`src/rtl/ufd_pkg.sv`:
```
package ufd_pkg;

  // One input beat: raw byte plus end-of-string flag.
  typedef struct packed {
    logic [7:0] char_in;
    logic       string_end;
  } in_beat_t;

  // One output beat.
  typedef struct packed {
    logic [7:0] char_out;
    logic       run_last;
    logic       string_done;
  } out_beat_t;

  localparam int unsigned MaxBytes = 3;

  // Classified work for one input byte: up to three output bytes.
  typedef struct packed {
    logic [MaxBytes-1:0][7:0] bytes;
    logic [1:0]               cnt;
    logic                     str_end;
  } entry_t;

endpackage

```
`src/rtl/url_percent_decoder_top.sv`:
```
// Channel | Dir | Handshake          | Beat
// --------+-----+--------------------+-------------------------------------
// in      | in  | in_valid/in_stall  | char_in, string_end (in_beat_t)
// out     | out | out_valid/out_stall| char_out, run_last, string_done
//
// One input byte per cycle when the queue has room; each input yields 0..3
// output beats, and the back end drives one beat per cycle when unstalled.
// An input beat reaches the output through the queue and the output holding
// register. Reset (rst, synchronous) clears the escape state, the
// queue pointers and the output holding register. in_stall rises only when
// the QueueDepth-entry queue is full; out_stall holds the current beat.
module url_percent_decoder_top #(
  parameter int unsigned QueueDepth = 4
) (
  input  logic               clk,
  input  logic               rst,
  input  logic               in_valid,
  output logic               in_stall,
  input  ufd_pkg::in_beat_t  in_beat,
  output logic               out_valid,
  input  logic               out_stall,
  output ufd_pkg::out_beat_t out_beat
);

  logic            accept;
  logic            push;
  ufd_pkg::entry_t push_entry;
  logic            esc_idle;
  logic            q_full;
  logic            q_valid;
  logic            q_pop;
  ufd_pkg::entry_t q_data;

  // Front accepts whenever the queue can take an entry; inputs that make
  // no output (a bare '%' or first hex digit) only move the escape state.
  assign accept   = in_valid && !q_full;
  assign in_stall = q_full;

  ufd_front u_front (
    .clk      (clk),
    .rst      (rst),
    .accept   (accept),
    .beat     (in_beat),
    .push     (push),
    .entry    (push_entry),
    .esc_idle (esc_idle)
  );

  ufd_fifo #(
    .Depth (QueueDepth)
  ) u_fifo (
    .clk      (clk),
    .rst      (rst),
    .wr_en    (push),
    .wr_data  (push_entry),
    .full     (q_full),
    .rd_en    (q_pop),
    .rd_valid (q_valid),
    .rd_data  (q_data)
  );

  // Back end walks each entry's bytes, one output beat per unstalled cycle.
  ufd_back u_back (
    .clk     (clk),
    .rst     (rst),
    .q_valid (q_valid),
    .q_data  (q_data),
    .q_pop   (q_pop),
    .valid   (out_valid),
    .stall   (out_stall),
    .beat    (out_beat)
  );

  // string_done only ever marks the closing beat of an input
  a_done_is_last: assert property (@(posedge clk) disable iff (rst)
    out_valid && out_beat.string_done |-> out_beat.run_last)
    else $error("string_done without run_last");

  // end of string always leaves the escape state normal
  a_end_flushes: assert property (@(posedge clk) disable iff (rst)
    accept && in_beat.string_end |=> esc_idle)
    else $error("escape pending after end of string");

  // an end-of-string beat always produces output work
  a_end_has_output: assert property (@(posedge clk) disable iff (rst)
    accept && in_beat.string_end |=> (out_valid || q_valid))
    else $error("end of string produced no output");

  // output register starts empty after reset
  a_reset_empty: assert property (@(posedge clk)
    rst |=> !out_valid)
    else $error("output valid right after reset");

endmodule

```
`src/rtl/ufd_front.sv`:
```
module ufd_front (
  input  logic              clk,
  input  logic              rst,
  input  logic              accept,
  input  ufd_pkg::in_beat_t beat,
  output logic              push,
  output ufd_pkg::entry_t   entry,
  output logic              esc_idle
);

  typedef enum logic [2:0] {
    MODE_NORMAL = 3'b001,
    MODE_PCT    = 3'b010,
    MODE_DIGIT  = 3'b100
  } mode_t;

  localparam logic [7:0] ChPlus  = 8'h2B;
  localparam logic [7:0] ChPct   = 8'h25;
  localparam logic [7:0] ChSpace = 8'h20;
  localparam logic [7:0] ChUnder = 8'h5F;
  localparam logic [7:0] ChDel   = 8'h7F;

  function automatic logic is_hex(input logic [7:0] c);
    is_hex = (c >= 8'h30 && c <= 8'h39) || (c >= 8'h41 && c <= 8'h46) ||
             (c >= 8'h61 && c <= 8'h66);
  endfunction

  function automatic logic [3:0] hex_val(input logic [7:0] c);
    logic [7:0] d;
    d = 8'h00;
    if (c <= 8'h39) begin
      d = c - 8'h30;
    end else if (c <= 8'h46) begin
      d = c - 8'h37;
    end else begin
      d = c - 8'h57;
    end
    hex_val = d[3:0];
  endfunction

  mode_t      mode;
  mode_t      mode_next;
  logic [7:0] digit;
  logic [7:0] digit_next;

  logic [7:0] blist [4];
  logic [1:0] n;
  logic       do_plain;
  logic [7:0] dec;
  logic [7:0] c;

  always_comb begin
    c          = beat.char_in;
    mode_next  = MODE_NORMAL;
    digit_next = digit;
    n          = 2'd0;
    do_plain   = 1'b0;
    dec        = {hex_val(digit), hex_val(c)};
    for (int i = 0; i < 4; i++) begin
      blist[i] = 8'h00;
    end

    case (mode)
      MODE_PCT: begin
        if (is_hex(c)) begin
          digit_next = c;
          mode_next  = MODE_DIGIT;
        end else begin
          blist[n] = ChPct;
          n        = n + 2'd1;
          do_plain = 1'b1;
        end
      end
      MODE_DIGIT: begin
        if (is_hex(c)) begin
          if (dec < ChSpace || dec == ChDel) begin
            dec = ChUnder;
          end
          blist[n] = dec;
          n        = n + 2'd1;
        end else begin
          blist[n] = ChPct;
          n        = n + 2'd1;
          blist[n] = digit;
          n        = n + 2'd1;
          do_plain = 1'b1;
        end
      end
      default: begin
        do_plain = 1'b1;
      end
    endcase

    if (do_plain) begin
      if (c == ChPlus) begin
        blist[n] = ChSpace;
        n        = n + 2'd1;
      end else if (c == ChPct) begin
        mode_next = MODE_PCT;
      end else begin
        blist[n] = c;
        n        = n + 2'd1;
      end
    end

    // end of string flushes a pending escape literally
    if (beat.string_end) begin
      if (mode_next == MODE_PCT) begin
        blist[n] = ChPct;
        n        = n + 2'd1;
      end else if (mode_next == MODE_DIGIT) begin
        blist[n] = ChPct;
        n        = n + 2'd1;
        blist[n] = digit_next;
        n        = n + 2'd1;
      end
      mode_next = MODE_NORMAL;
    end

    entry.bytes[0] = blist[0];
    entry.bytes[1] = blist[1];
    entry.bytes[2] = blist[2];
    entry.cnt      = n;
    entry.str_end  = beat.string_end;
    push           = accept && (n != 2'd0);
  end

  always_ff @(posedge clk) begin
    if (rst) begin
      mode  <= MODE_NORMAL;
      digit <= 8'h00;
    end else if (accept) begin
      mode  <= mode_next;
      digit <= digit_next;
    end
  end

  assign esc_idle = (mode == MODE_NORMAL);

endmodule

```
`src/rtl/ufd_fifo.sv`:
```
module ufd_fifo #(
  parameter int unsigned Depth = 4
) (
  input  logic            clk,
  input  logic            rst,
  input  logic            wr_en,
  input  ufd_pkg::entry_t wr_data,
  output logic            full,
  input  logic            rd_en,
  output logic            rd_valid,
  output ufd_pkg::entry_t rd_data
);

  localparam int unsigned PtrW = (Depth > 1) ? $clog2(Depth) : 1;
  localparam int unsigned CntW = $clog2(Depth + 1);
  localparam logic [PtrW-1:0] LastPtr = PtrW'(Depth - 1);
  localparam logic [CntW-1:0] FullCnt = CntW'(Depth);

  ufd_pkg::entry_t mem [Depth];
  logic [PtrW-1:0] wr_ptr;
  logic [PtrW-1:0] rd_ptr;
  logic [CntW-1:0] level;

  logic do_wr;
  logic do_rd;

  assign full     = (level == FullCnt);
  assign rd_valid = (level != '0);
  assign rd_data  = mem[rd_ptr];
  assign do_wr    = wr_en && !full;
  assign do_rd    = rd_en && rd_valid;

  always_ff @(posedge clk) begin
    if (do_wr) begin
      mem[wr_ptr] <= wr_data;
    end
  end

  always_ff @(posedge clk) begin
    if (rst) begin
      wr_ptr <= '0;
      rd_ptr <= '0;
      level  <= '0;
    end else begin
      if (do_wr) begin
        wr_ptr <= (wr_ptr == LastPtr) ? '0 : wr_ptr + PtrW'(1);
      end
      if (do_rd) begin
        rd_ptr <= (rd_ptr == LastPtr) ? '0 : rd_ptr + PtrW'(1);
      end
      if (do_wr && !do_rd) begin
        level <= level + CntW'(1);
      end else if (do_rd && !do_wr) begin
        level <= level - CntW'(1);
      end
    end
  end

endmodule

```
`src/rtl/ufd_back.sv`:
```
module ufd_back (
  input  logic               clk,
  input  logic               rst,
  input  logic               q_valid,
  input  ufd_pkg::entry_t    q_data,
  output logic               q_pop,
  output logic               valid,
  input  logic               stall,
  output ufd_pkg::out_beat_t beat
);

  ufd_pkg::entry_t cur;
  logic            held;
  logic [1:0]      idx;
  logic            last;
  logic            sent;

  assign last  = (idx == cur.cnt - 2'd1);
  assign sent  = held && !stall;
  assign q_pop = q_valid && (!held || (sent && last));
  assign valid = held;

  assign beat.char_out    = cur.bytes[idx];
  assign beat.run_last    = last;
  assign beat.string_done = last && cur.str_end;

  always_ff @(posedge clk) begin
    if (q_pop) begin
      cur <= q_data;
    end
  end

  always_ff @(posedge clk) begin
    if (rst) begin
      held <= 1'b0;
      idx  <= 2'd0;
    end else if (q_pop) begin
      held <= 1'b1;
      idx  <= 2'd0;
    end else if (sent) begin
      if (last) begin
        held <= 1'b0;
      end else begin
        idx <= idx + 2'd1;
      end
    end
  end

endmodule

```
`config.mk`:
```
export PLATFORM = sky130hd
export DESIGN_NAME = url_percent_decoder_top
export DESIGN_NICKNAME = d
export VERILOG_FILES = /design/src/rtl/ufd_pkg.sv /design/src/rtl/url_percent_decoder_top.sv /design/src/rtl/ufd_front.sv /design/src/rtl/ufd_fifo.sv /design/src/rtl/ufd_back.sv
export SDC_FILE = /design/constraint.sdc
export NUM_CORES = 1
export LEC_CHECK = 0
export BUFFER_PORTS_ARGS = -buffer_cell sky130_fd_sc_hd__buf_2
export CORE_MARGIN = 1
export CORE_UTILIZATION = 36
export DETAILED_ROUTE_END_ITERATION = 10
export PLACE_DENSITY = 0.54
export SLEW_MARGIN = 40
export SYNTH_ARGS = -nofsm -noshare
export SYNTH_HDL_FRONTEND = slang
export SYNTH_SLANG_ARGS = --single-unit
```
`constraint.sdc`:
```
create_clock -name clk -period 4.9 [get_ports clk]
set_clock_uncertainty 0.05 [all_clocks]
set_input_delay 0.49 -clock clk [delete_from_list [all_inputs] [get_ports clk]]
set_output_delay 0.49 -clock clk [all_outputs]
set_load 0.03 [all_outputs]
```
== Word level (Yosys, flattened, before mapping) ==
Memories as Yosys holds them, arrays and structs flattened. A register that Yosys moved wholly into a read port is not among the register bits.
Index checks and enable logic that the tools add are counted.

* Register bits: 21
* Bits in writable memories: 108
* Memories kept: 1

* Reduce and logical (&&, ||, !) cells: 34
* Bitwise operators: 10
* $lt $le $gt $ge: 16
* Equality and inequality tests: 11
* Mux-type cells: 54
* Add/sub/neg operators: 15

{| class="wikitable"
|+ Memories
! memory !! depth !! bits a word !! rd ports !! clocked after memory_dff !! wr ports !! RTL line !! source
|-
| u_fifo.mem || 4 || 27 || 1 || 1 || 1 || ufd_fifo.sv:19 || <nowiki>ufd_pkg::entry_t mem [Depth];</nowiki>
|}

{| class="wikitable"
|+ Operators with widths
! cell !! count
|-
| $mux 32 || 6
|-
| $mux 8 || 10
|-
| $bwmux 32 || 2
|-
| $demux 8 s2 || 3
|-
| $and 28x28->28 || 1
|-
| $not 28->28 || 1
|-
| $le 8x7->1 const B || 3
|-
| $mux 3 || 8
|-
| $and 20x20->20 || 1
|-
| $not 20->20 || 1
|-
| $mux 2 || 9
|-
| $bmux 8 s2 || 1
|-
| $eq 8x6->1 const B || 2
|-
| $ge 8x7->1 const B || 2
|-
| $le 8x6->1 const B || 2
|-
| $logic_and 1x1->1 || 16
|-
| $mux 4 || 4
|-
| $pmux 8 s2 || 1
|-
| $sub 4x3->4 const B || 4
|-
| $add 2x1->2 const B || 6
|-
| $or 12x12->12 || 1
|-
| $eq 3x3->1 const B || 3
|-
| $ge 3x3->1 const B || 3
|-
| $lt 3x1->1 const B || 3
|-
| other kinds (23) || 47
|}

== Logic depth before layout (Yosys ltp) ==
Gate-level depths: netlist of run 1.

* Depth in word-level cells: 22
* Mapped depth: 22
* Depth with buffers taken out: 20

== Cells and area by module ==
Synthesis of run 1 repeated with hierarchy kept, for this count alone.

* Cells, all modules: 551
* Area, all modules: 7574.8 µm²

{| class="wikitable"
|+ By module, submodules not included
! module !! seq. area each (µm²) !! cells each !! times used !! area an instance (µm²)
|-
| ufd_fifo || 3423.3 || 191 || 1 || 4400.5
|-
| ufd_front || 220.2 || 278 || 1 || 1941.9
|-
| ufd_back || 870.8 || 81 || 1 || 1218.7
|-
| url_percent_decoder_top || 0.0 || 1 || 1 || 13.8
|}

== Least setup slack after synthesis of run 1 ==
Ideal clock, no wire load.

* Path kind: input to register
* Start: in in_beat[1] (netlist bit)
* End: reg u_fifo.level[2]
* Arrival: 4.850 ns
* Required time: 4.779 ns
* Buffers on the path: 2
* Stages: 22
* Slack: -0.070 ns
* Cells stage by stage: clkbuf_1 > inv_1 > ha_1 > or3b_2 > and3_1 > nor2_1 > nor2_1 > a21oi_1 > ha_1 > o21ai_0 > o22ai_1 > a32oi_2 > ha_1 > a41oi_1 > o31a_1 > buf_6 > ha_1 > inv_1 > fa_1 > xor2_1 > or3_1 > a21oi_1

* Longest elaborated chain between the ends: 21

{| class="wikitable"
|+ Ends and longest elaborated chain
! element !! RTL line !! source
|-
| start: declaration || url_percent_decoder_top.sv:19 || <nowiki>input ufd_pkg::in_beat_t in_beat,</nowiki>
|-
| $ge 8x6->1, or another cell as far along || ufd_front.sv:24 || <nowiki>is_hex = (c >= 8'h30 && c <= 8'h39) || (c >= 8'h41 && c <= 8'h46) ||</nowiki>
|-
| $logic_and 1x1->1 || ufd_front.sv:24 ||
|-
| $logic_or 1x1->1 (2 in series) || ufd_front.sv:24 ||
|-
| $mux 2 / $mux 1 (equally long branches) || ufd_front.sv:75, ufd_front.sv:65 ||
|-
| $pmux 2 s2 || ufd_front.sv:63 || <nowiki>case (mode)</nowiki>
|-
| $add 2x1->2 || ufd_front.sv:97, ufd_front.sv:102 ||
|-
| $mux 2 || ufd_front.sv:98 || <nowiki>end else if (c == ChPct) begin</nowiki>
|-
| $mux 2 || ufd_front.sv:95 || <nowiki>if (c == ChPlus) begin</nowiki>
|-
| [... 5 more ...] || n/a ||
|-
| $mux 2 (*) || ufd_front.sv:107 || <nowiki>if (beat.string_end) begin</nowiki>
|-
| $reduce_bool 2->1 (*) || ufd_front.sv:125 || <nowiki>push = accept && (n != 2'd0);</nowiki>
|-
| $logic_and 1x1->1 (*) || ufd_front.sv:125 ||
|-
| $logic_and 1x1->1 (*) || ufd_fifo.sv:30 || <nowiki>assign do_wr = wr_en && !full;</nowiki>
|-
| named net u_fifo.do_wr || ufd_fifo.sv:24 || <nowiki>logic do_wr;</nowiki>
|-
| $logic_not 1->1 || ufd_fifo.sv:53 || <nowiki>end else if (do_rd && !do_wr) begin</nowiki>
|-
| $logic_and 1x1->1 || ufd_fifo.sv:53 ||
|-
| $reduce_bool 2->1 (no source line) || n/a ||
|-
| end signal: assignment || ufd_fifo.sv:52 || <nowiki>level <= level + CntW'(1);</nowiki>
|-
| end signal: assignment || ufd_fifo.sv:54 || <nowiki>level <= level - CntW'(1);</nowiki>
|-
| end: declaration || ufd_fifo.sv:22 || <nowiki>logic [CntW-1:0] level;</nowiki>
|}

Mark *: on every way through the listed nets, which the timed path passes. The rest lies on a longest branch.
A chain may end at the register's enable or synchronous reset.

== Worst setup path in the final report of run 1 ==
* Start: in in_beat[1] (netlist bit)
* End: reg u_fifo.level[2]

* Longest elaborated chain between the ends: 21

{| class="wikitable"
|+ Ends and longest elaborated chain
! element !! RTL line !! source
|-
| $ge 8x6->1, or another cell as far along || ufd_front.sv:24 ||
|-
| $logic_and 1x1->1 || ufd_front.sv:24 ||
|-
| $logic_or 1x1->1 (2 in series) || ufd_front.sv:24 ||
|-
| $mux 2 / $mux 1 (equally long branches) || ufd_front.sv:75, ufd_front.sv:65 ||
|-
| $pmux 2 s2 || ufd_front.sv:63 ||
|-
| $add 2x1->2 || ufd_front.sv:97, ufd_front.sv:102 ||
|-
| $mux 2 || ufd_front.sv:98 ||
|-
| $mux 2 || ufd_front.sv:95 ||
|-
| [... 4 more ...] || n/a ||
|-
| $mux 2 || ufd_front.sv:108 || <nowiki>if (mode_next == MODE_PCT) begin</nowiki>
|-
| $mux 2 (*) || ufd_front.sv:107 ||
|-
| $reduce_bool 2->1 (*) || ufd_front.sv:125 ||
|-
| $logic_and 1x1->1 (*) || ufd_front.sv:125 ||
|-
| $logic_and 1x1->1 (*) || ufd_fifo.sv:30 ||
|-
| $logic_not 1->1 || ufd_fifo.sv:53 ||
|-
| $logic_and 1x1->1 || ufd_fifo.sv:53 ||
|-
| $reduce_bool 2->1 (no source line) || n/a ||
|}

Every way passes the cells marked *; elsewhere a longest branch is shown, timed or not.

==> qor.yml, run 1 <==
yosys:
  synth_area_sq_um: 7130
  synth_fp_nets: 539
  synth_ff_type: "edfxtp_1"
  syn_inst: 505
  synthTopCellsByArea: "edfxtp_1 (57%), mux4_2 (8.5%), dfxtp_1 (5.9%)"
  yosysUniqueCellTypes: 59
  ys_seq_area_share_pct: 62.7
  synth_warnings: 0
  yosysTopAreaCell: "edfxtp_1"
  synth_edf_count: 135
  ys_seq_elements: 156
  synth.avg_cell_area_sq_um: 14.1
  async_reset_ff_share_pct: 0
  synth.top_cell.area_share_pct: 56.8
grt:
  grt_pass1_wl_mm: 24.9
  grt_max_degree: 30
  grt_usage_pct: 16.8
  antenna_found_initial: 0
  grt_pass1_vias: 4438
  gr-total-overflow: 0
power_and_ir_drop:
  comb_power_share_pct: 22.0
  p_per_area_nw_per_um2: 470
  irDropWorstVdd_v: 0.000247
  switching_share_pct: 28.6
  power.switching_uw: 1100
  p_leak_uw: 0.00280
  p_clk_share_pct: 29.3
  pwr-share-seq_pct: 48.7
  internal_power_uw: 2740
clocking:
  cts-root-buf: "clkbuf_16"
  cts_buffers: 17
  cts_tree: "done"
  htree_levels: 4
  clockBufferDepth: 2
  cts.sinks: 156
  cts_resized: 0
  holdBufCountCts: 0
  cts_setup_buffers: 0
  clk_latency_ns: 0.41
  path_clk_slew_ns: 0.06
placed_design:
  dp_hpwl_mm: 10.7
  globalplace.congestion: 0.884
  dpl_cell_area_sq_um: 7670
  pre_cts_slack_ns: 0.111
  numPortBuffers: 24
  placed_cells: 790
critical_path:
  cp_common_cell: "ha_1"
  reg2reg_depth: 17
  crit_required_ns: 5.19
  critical_path_peak_fanout: 6
  cp_slowest_cell: "or3b_2"
  worst-setup-path-type: "primary input to register"
  max_stage_delay_ns: 0.45
  path_cells: "buf_2 -> inv_1 -> ha_1 -> or3b_2 -> and3_1 -> nor2_2 -> nor2_1 -> a21oi_1 -> ha_1 -> o21ai_0 -> o22ai_1 -> a32oi_2 -> ha_1 -> a41oi_1 -> o31a_1 -> ha_1 -> inv_1 -> fa_1 -> xor2_1 -> or3_1 -> a21oi_1"
  arrival_ns: 4.66
  critPathLaunchType: "primary input"
  cp-end-kind: "register"
layout:
  final_cell_mix: "edfxtp_1 (135), nand2_1 (34), nor2_1 (31)"
  drive_gt1_share_pct: 19.7
  final_nets: 578
  layout.cells.non_filler: 822
  seqCellArea_sq_um: 4480
  fillCellCount: 1790
  multi_input_area_sq_um: 2500
  mostFrequentLayoutCell: "edfxtp_1"
  finish.instance_area_sq_um: 8190
  synthToLayoutAreaGrowth_pct: 14.8
  n_antenna_cell: 0
  post-route-util_pct: 42.1
die:
  die_area_sq_um: 20400
  start_util_pct: 36.7
  die_w_um: 143
  dieHeight_um: 143
  fp.coreArea_sq_um: 19500
  core.rowCount: 51
  ioPinCount: 25
timing:
  relSlewSlack_pct: 45.7
  rsz0062_at_grt: "no"
  setup-violations-final: 0
  worst_slew_pin_slew_ns: 0.814
  drv_slew: 0
  fmax_mhz: 229
  final.setup.tns_ns: 0
  hold_viol_final: 0
  fin_ws_ns: 0.538
  timing.final.crit_share_pct: 89.0
  finalCriticalPeriod_ns: 4.36
route:
  dr_total_vias: 4304
  drt_iter0_markers: 257
  wl_per_cell_um: 19.1
  firstDrtPassIters: 4
  via_per_inst: 5.24
  ant_nets: 0
  wl_mm: 15.7
  post-route-drc-count: 0
hold_path:
  whs_path_depth: 3
  min_path_type: "primary input to register"
run_status:
  status: "complete, no violations"
flow_run:
  cap_violations: 0
==> synthesized netlist by cell type (6+ instances only) <==
| library cell | n |
|---|---|
| o21ai_0 | 27 |
| a22oi_1 | 6 |
| nor3_1 | 9 |
| a21o_1 | 10 |
| a31oi_1 | 11 |
| clkbuf_1 | 14 |
| nand3_1 | 10 |
| inv_1 | 14 |
| nand2_1 | 34 |
| nor2_1 | 32 |
| mux2i_1 | 21 |
| and2_1 | 7 |
| ha_1 | 20 |
| mux4_2 | 27 |
| a21oi_1 | 18 |
| dfxtp_1 | 21 |
| o22ai_1 | 6 |
| nand2b_1 | 8 |
| edfxtp_1 | 135 |
==> flip-flops by register name, summed over array words and instances (netlist names) <==
register	count
u_fifo.mem	108
u_back.cur	27
u_front.digit	8
u_fifo.level	3
u_front.mode	3
u_back.idx	2
u_fifo.rd_ptr	2
u_fifo.wr_ptr	2
u_back.valid	1
==> kinds of logic (layout without fill, tap and decap cells) <==
kind of cell | count (synthesis) | after routing | share of synthesized area, %
AND/OR/NAND/NOR | 127 | 127 | 8.89
AO/OA/AOI/OAI | 107 | 107 | 9.82
buffers and inverters | 38 | 90 | 2.33
multiplexers | 48 | 48 | 11.5
adder cells (fa/ha/maj) | 21 | 21 | 3.79
XOR/XNOR | 8 | 8 | 0.982
flip-flops | 156 | 156 | 62.7
==> worst max-delay path, delay by kind of cell <==
family                   cells  cell delay (ns)
AO/OA/AOI/OAI                7             1.09
buffers and inverters        3             0.29
AND/OR/NAND/NOR              5             1.29
XOR/XNOR                     1             0.18
adder cells (fa/ha/maj)      5             1.32
==> path summary, 6_finish.rpt <==
path / endpoint / startpoint / slack (ns)
min: u_front.digit[0] / in_beat[1] / 0.37
max: u_fifo.level[2] / in_beat[1] / 0.54
min reg2reg: u_back.valid / u_back.valid / 0.43
max reg2reg: u_fifo.level[2] / u_front.mode[2] / 1.03
==> through the flow <==
step / power [uW] / hold WS [ns]
after floorplan: 2500 / 0.416
after global placement: 2750 / 0.415
after detailed placement: 2780 / 0.430
after CTS: 3900 / 0.363
after global routing: 4030 / 0.409
final: 3850 / 0.367
==> power groups by stage <==
stage	combinational [uW]	clock, uW	sequential (uW)
2_1_floorplan	676	0	1820
3_3_place_gp	854	0	1900
3_5_place_dp	867	0	1910
4_1_cts	869	1150	1880
5_1_grt	930	1200	1910
6_report	847	1130	1870
==> final cells by class <==
type	instances	share of cell area [%]
Clock buffer	18	5.24
Clock inverter	14	0.978
Inverter	15	0.687
Multi-Input combinational cell	311	30.6
Sequential cell	156	54.7
Tap cell	265	4.05
Timing Repair Buffer	43	3.82
==> per-layer routing <==
layer	track usage (%)	up-vias	wire, um
met4	6.73	0	370
met3	3.82	25	587
met1	21.4	2178	7170
li1	-	2029	-
met2	27.8	72	7600
met5	0	-	0
Power figures use the tool's default switching activity.
==> run 2, diff against run 1 <==
--- a/config.mk
+++ b/config.mk
@@ -9,7 +9,7 @@
 export CORE_MARGIN = 1
 export CORE_UTILIZATION = 36
 export DETAILED_ROUTE_END_ITERATION = 10
-export PLACE_DENSITY = 0.54
+export PLACE_DENSITY = 0.52
 export SLEW_MARGIN = 40
 export SYNTH_ARGS = -nofsm -noshare
 export SYNTH_HDL_FRONTEND = slang
==> constraint.sdc (replaced) <==
create_clock -name clk -period 4.05 [get_ports clk]
set_clock_uncertainty 0.05 [all_clocks]
set_input_delay 0.405 -clock clk [delete_from_list [all_inputs] [get_ports clk]]
set_output_delay 0.405 -clock clk [all_outputs]
set_load 0.03 [all_outputs]
==> qor.yml, run 2 (synthesis results as in run 1) <==
timing:
  setup-violations-final: 0  # unchanged
  drv_slew: 0  # unchanged
  worst_slew_pin_slew_ns: 0.792  # -0.0220 ns
  fin_ws_ns: 0.206  # -0.332 ns
  rsz0062_at_grt: "no"
  final.setup.tns_ns: 0  # unchanged
  fmax_mhz: 260
  timing.final.crit_share_pct: 94.9
  finalCriticalPeriod_ns: 3.84
  relSlewSlack_pct: 46.7  # +0.91 points
  hold_viol_final: 0  # unchanged
  fin_hold_ws_ns: 0.309  # -0.0588 ns
power_and_ir_drop:
  report.power.total_uw: 5070  # +32%
  p_leak_uw: 0.00299  # +6.7%
  irDropWorstVdd_v: 0.000306  # +24%
  p_per_area_nw_per_um2: 592  # +26%
critical_path:
  crit_family: "adder cells"
  cp.depth: 20  # -4.8%
  cp-end-kind: "register"
  reg2reg_depth: 17  # unchanged
  critPathLaunchType: "primary input"
  cp_common_cell: "ha_1"
  path_cells: "buf_2 -> ha_1 -> or3b_4 -> and3_4 -> nor2_4 -> nor2_2 -> a21oi_2 -> ha_1 -> o21ai_1 -> o22ai_1 -> a32oi_2 -> ha_1 -> a41oi_2 -> o31a_1 -> ha_4 -> inv_1 -> fa_2 -> xor2_1 -> or3_1 -> a21oi_1"
  cp_slowest_cell: "or3b_4"
  critPathBufInv: 2  # -1
  max_stage_delay_ns: 0.38  # -0.07 ns
  critical_path_peak_fanout: 5  # -1
  crit_required_ns: 4.34  # -0.85 ns
  worst-setup-path-type: "primary input to register"
  arrival_ns: 4.14  # -0.52 ns
placed_design:
  numPortBuffers: 24  # unchanged
  pre_cts_slack_ns: -0.230  # -0.341 ns
  dp_hpwl_mm: 10.7  # -0.50%
  globalplace.congestion: 0.900  # +1.8%
  placed_cells: 810  # +2.5%
clocking:
  clockBufferDepth: 2  # unchanged
  clk_latency_ns: 0.42  # about the same
  path_clk_slew_ns: 0.06  # about the same
  cts_setup_buffers: 0  # unchanged
  cts_tree: "done"
  cts-root-buf: "clkbuf_16"
  holdBufCountCts: 0  # unchanged
  htree_levels: 4  # unchanged
  cts_buffers: 17  # unchanged
  cts_resized: 0  # unchanged
  cts.sinks: 156  # unchanged
layout:
  mostFrequentLayoutCell: "edfxtp_1"
  final_cell_mix: "edfxtp_1 (135), buf_4 (35), nand2_1 (34)"
  max_flop_register: "u_fifo.mem"
  final_nets: 598  # +3.5%
  n_antenna_cell: 0  # unchanged
  drive_gt1_share_pct: 25.6  # +5.9 points
  synthToLayoutAreaGrowth_pct: 20.0
  largest_reg_flops: 108  # unchanged
  fillCellCount: 1754  # -2.0%
  largest_registers: "u_fifo.mem x108, u_back.cur x27, u_front.digit x8"
  layout.cells.non_filler: 842  # +2.4%
grt:
  grt_pass1_vias: 4352  # -1.9%
  gr-total-overflow: 0  # unchanged
  grt_pass1_wl_mm: 24.6  # -1.1%
  grt_usage_pct: 16.7  # -0.19 points
  grt_max_degree: 31  # +3.3%
  antenna_found_initial: 0  # unchanged
hold_path:
  min_path_type: "primary input to register"
  whs_path_depth: 4  # +1
die:
  dieHeight_um: 143  # unchanged
  fp.coreArea_sq_um: 19500  # unchanged
  start_util_pct: 36.7  # unchanged
  die_w_um: 143  # unchanged
  core.rowCount: 51  # unchanged
  die_area_sq_um: 20400  # unchanged
  ioPinCount: 25  # unchanged
route:
  wl_per_cell_um: 18.9  # -1.3%
  via_per_inst: 5.20  # -0.65%
  post-route-drc-count: 0  # unchanged
  drt_iter0_markers: 259  # +0.78%
  ant_nets: 0  # unchanged
  wl_mm: 15.9  # +1.1%
  dr_total_vias: 4380  # +1.8%
  firstDrtPassIters: 5  # +1
run_status:
  status: "complete, no violations"
flow_run:
  cap_violations: 0  # unchanged
run 2: cell types whose count changed in the layout (fill, tap and decap cells not counted), moves of 2 or more:
cell	delta
buf_4	+20
clkinv_1	-6
bufinv_16	+5
and2_1	-4
and2_2	+4
clkinvlp_4	-3
inv_8	+3
ha_1	-2
ha_4	+2
inv_6	+2
run 2: cell type report:
cell class                      count  area, sq um  share of cell area, %
Sequential cell                   156         4480                   52.3
Timing Repair Buffer               63          463                   5.41
Tap cell                          265          332                   3.87
Clock inverter                     15          234                   2.73
Multi-Input combinational cell    311         2560                   29.9
Clock buffer                       17          425                   4.97
Inverter                           15         63.8                  0.746
run 2: worst register-to-register path, delay by kind of cell, from the launching register on:
family | cells | cell delay [ns]
fa+ha+maj | 4 | 1.13
xor+xnor | 1 | 0.15
simple gates | 4 | 0.88
buf+inv | 1 | 0.04
flops | 1 | 0.46
compound gates | 7 | 0.92
run 2: path summary, 6_finish.rpt:
path	startpoint	end	slack (ns)
setup / recovery	in_beat[1]	u_fifo.level[2]	0.21
hold / removal	out_stall	u_back.idx[0]	0.31
setup reg to reg	u_front.mode[2]	u_fifo.level[2]	0.36
hold reg to reg	u_back.valid	u_back.valid	0.44
run 2: where the power goes:
part,internal (uW),switching (uW),leakage [uW]
registers,2110,203,0.00142
clock network,1110,647,0.000322
logic,466,536,0.00125
run 2: metal layers:
layer	global-route usage, %	up-vias	part of all wire, %
met3	3.25	17	3.1
met2	27.8	89	49
met1	22.0	2202	47
met4	4.92	0	0.91
met5	0	-	0
li1	-	2072	-
run 2: stage by stage:
step / utilization (%) / area (sq um)
floorplan: - / 7220
CTS: 44.0 / 8560
finish: 44.0 / 8560
global route: 44.0 / 8560
detailed placement: 40.6 / 7900
global placement: 40.5 / 7890
==> run 3, diff against run 2 <==
--- a/config.mk
+++ b/config.mk
@@ -9,7 +9,8 @@
 export CORE_MARGIN = 1
 export CORE_UTILIZATION = 36
 export DETAILED_ROUTE_END_ITERATION = 10
-export PLACE_DENSITY = 0.52
+export PLACE_DENSITY = 0.54
+export SETUP_SLACK_MARGIN = 0.4
 export SLEW_MARGIN = 40
 export SYNTH_ARGS = -nofsm -noshare
 export SYNTH_HDL_FRONTEND = slang
==> constraint.sdc (replaced) <==
create_clock -name clk -period 3.4 [get_ports clk]
set_clock_uncertainty 0.05 [all_clocks]
set_input_delay 0.34 -clock clk [delete_from_list [all_inputs] [get_ports clk]]
set_output_delay 0.34 -clock clk [all_outputs]
set_load 0.03 [all_outputs]
==> qor.yml, run 3 (synthesis results as in run 1) <==
route:
  wl_per_cell_um: 20.0  # +5.8%
  firstDrtPassIters: 4  # -1
  drt_iter0_markers: 276  # +6.6%
  wl_met2_mm: 9.53  # +22%
  via_per_inst: 5.20  # -0.13%
  post-route-drc-count: 0  # unchanged
  dr_total_vias: 4842  # +11%
  highest_layer: "met4"
  wl_met1_mm: 8.31  # +11%
  wl_met3_um: 457  # -6.0%
  ant_nets: 0  # unchanged
  wl_mm: 18.6  # +17%
hold_path:
  min_path_type: "primary input to register"
layout:
  mostFrequentLayoutCell: "edfxtp_1"
  max_flop_register: "u_fifo.mem"
  n_antenna_cell: 0  # unchanged
  seqCellArea_sq_um: 4480  # about the same
  final_cell_mix: "edfxtp_1 (135), buf_4 (91), nand2_1 (33)"
  drive_gt1_share_pct: 42.1  # +16 points
  multi_input_area_sq_um: 2870  # +12%
  fillCellCount: 1651  # -5.9%
  largest_registers: "u_fifo.mem x108, u_back.cur x27, u_front.digit x8"
  final_nets: 688  # +15%
  synthToLayoutAreaGrowth_pct: 36.6
  largest_reg_flops: 108  # unchanged
critical_path:
  max_stage_delay_ns: 0.37  # about the same
  crit_family: "adder cells"
  critical_path_peak_fanout: 5  # unchanged
  cp_slowest_cell: "or3b_4"
  path_cells: "buf_12 -> inv_8 -> ha_4 -> or3b_4 -> and3_4 -> nor2_4 -> nor2_2 -> a21oi_2 -> ha_1 -> o21ai_1 -> o22ai_1 -> a32oi_2 -> ha_1 -> a41oi_2 -> o31a_1 -> ha_4 -> inv_2 -> fa_2 -> xor2_1 -> or3_1 -> a21oi_2"
  critPathLaunchType: "primary input"
  arrival_ns: 3.97  # -0.17 ns
  critPathBufInv: 3  # +1
  crit_required_ns: 3.70  # -0.64 ns
  cp-end-kind: "register"
  worst-setup-path-type: "primary input to register"
timing:
  fin_ws_ns: -0.273  # -0.479 ns
  finalCriticalPeriod_ns: 3.67
  drv_slew: 0  # unchanged
  hold_viol_final: 0  # unchanged
  final.setup.tns_ns: -7.19  # -7.19 ns
  rsz0062_at_grt: "yes"
  relSlewSlack_pct: 44.6  # -2.1 points
  setup-violations-final: 134  # +134
  worst_slew_pin_slew_ns: 0.832  # +0.0399 ns
  fmax_mhz: 272
  timing.final.crit_share_pct: 108
clocking:
  clk_latency_ns: 0.41  # about the same
  cts_buffers: 17  # unchanged
  cts.sinks: 156  # unchanged
  cts_tree: "done"
  clockBufferDepth: 2  # unchanged
  htree_levels: 4  # unchanged
  path_clk_slew_ns: 0.06  # about the same
  cts-root-buf: "clkbuf_16"
  holdBufCountCts: 0  # unchanged
power_and_ir_drop:
  p_per_area_nw_per_um2: 598  # +1.0%
  report.power.total_uw: 5830  # +15%
  p_leak_uw: 0.00354  # +18%
  irDropWorstVdd_v: 0.000378  # +24%
grt:
  grt_usage_pct: 18.7  # +2.1 points
  gr-total-overflow: 0  # unchanged
  grt_max_degree: 30  # -3.2%
  grt_pass1_wl_mm: 27.7  # +13%
  antenna_found_initial: 0  # unchanged
  grt_pass1_vias: 4856  # +12%
die:
  fp.coreArea_sq_um: 19500  # unchanged
  start_util_pct: 36.7  # unchanged
  die_area_sq_um: 20400  # unchanged
  ioPinCount: 25  # unchanged
  core.rowCount: 51  # unchanged
  dieHeight_um: 143  # unchanged
  die_w_um: 143  # unchanged
flow_run:
  cap_violations: 0  # unchanged
run_status:
  violations: "setup timing"
  status: "complete, but fails checks"
placed_design:
  dp_hpwl_mm: 11.3  # +5.9%
  globalplace.congestion: 0.856  # -5.0%
  numPortBuffers: 24  # unchanged
-- run 3: cell types whose count changed in the layout (fill, tap and decap cells not counted), moves of 5 or more --
cell / before / now
and2_4: 0 / 5
buf_4: 35 / 91
buf_6: 0 / 21
bufinv_16: 5 / 0
clkbuf_1: 0 / 6
clkbuf_16: 17 / 25
ha_1: 18 / 11
ha_4: 2 / 8
o21ai_0: 26 / 19
-- run 3: timing repair --
action                     4_1_cts  5_1_grt
gates cloned                     4        8
setup endpoints to repair      196      205
resized for setup               85       15
hold endpoints to repair         0        0
pin swaps                       21        9
buffers inserted                34       10
-- run 3: final cells by class --
type	count	area share (%)
Clock inverter	7	0.462
Multi-Input combinational cell	311	29.5
Sequential cell	156	45.9
Tap cell	265	3.40
Inverter	15	0.732
Clock buffer	25	4.88
Timing Repair Buffer	153	15.1
-- run 3: worst register-to-register path: stages, from the launching register on --
cell and delay [ns]:
dfxtp_1 0.33, nand2b_1 0.15, nand2b_1 0.19, nor2_2 0.16, a21oi_2 0.05, ha_1 0.32
o21ai_1 0.09, o22ai_1 0.11, a32oi_2 0.20, ha_1 0.28, a41oi_2 0.14, o31a_1 0.25
ha_4 0.16, inv_2 0.03, fa_2 0.33, xor2_1 0.15, or3_1 0.32, a21oi_2 0.12
-- run 3: power breakdown --
group	switching, uW	internal (uW)	leakage [uW]
Clock	700	969	0.000255
Sequential	182	2510	0.00142
Combinational	782	686	0.00186
-- run 3: metrics by stage --
| step | instance area, sq um | hold WS, ns | cells | utilization, % | setup slack [ns] |
|---|---|---|---|---|---|
| 3_5_place_dp | 8180 | 0.431 | 844 | 42.1 | -0.804 |
| 5_1_grt | 9740 | 0.276 | 932 | 50.1 | -0.408 |
| 3_3_place_gp | 8180 | 0.425 | 844 | 42.1 | -0.694 |
| 2_1_floorplan | 7270 | 0.382 | 505 | - | -0.700 |
| 4_1_cts | 9420 | 0.241 | 914 | 48.4 | -0.250 |
| 6_report | 9740 | 0.248 | 932 | 50.1 | -0.273 |
-- run 3: layer usage --
metal	vias to the layer above	global-route usage, %
met5	-	0
met4	0	5.72
met3	23	3.29
met2	96	32.1
met1	2461	24.1
li1	2262	-
-- run 3: path summary, 6_finish.rpt --
kind | startpoint | cells after the start | end | slack, ns
worst min-delay path | out_stall | 4 | u_back.idx[0] | 0.25
worst min register to register | u_back.valid | 2 | u_back.valid | 0.44
worst max register to register | u_front.mode[0] | 17 | u_fifo.level[2] | -0.11
worst max-delay path | in_beat[1] | 21 | u_fifo.level[2] | -0.27
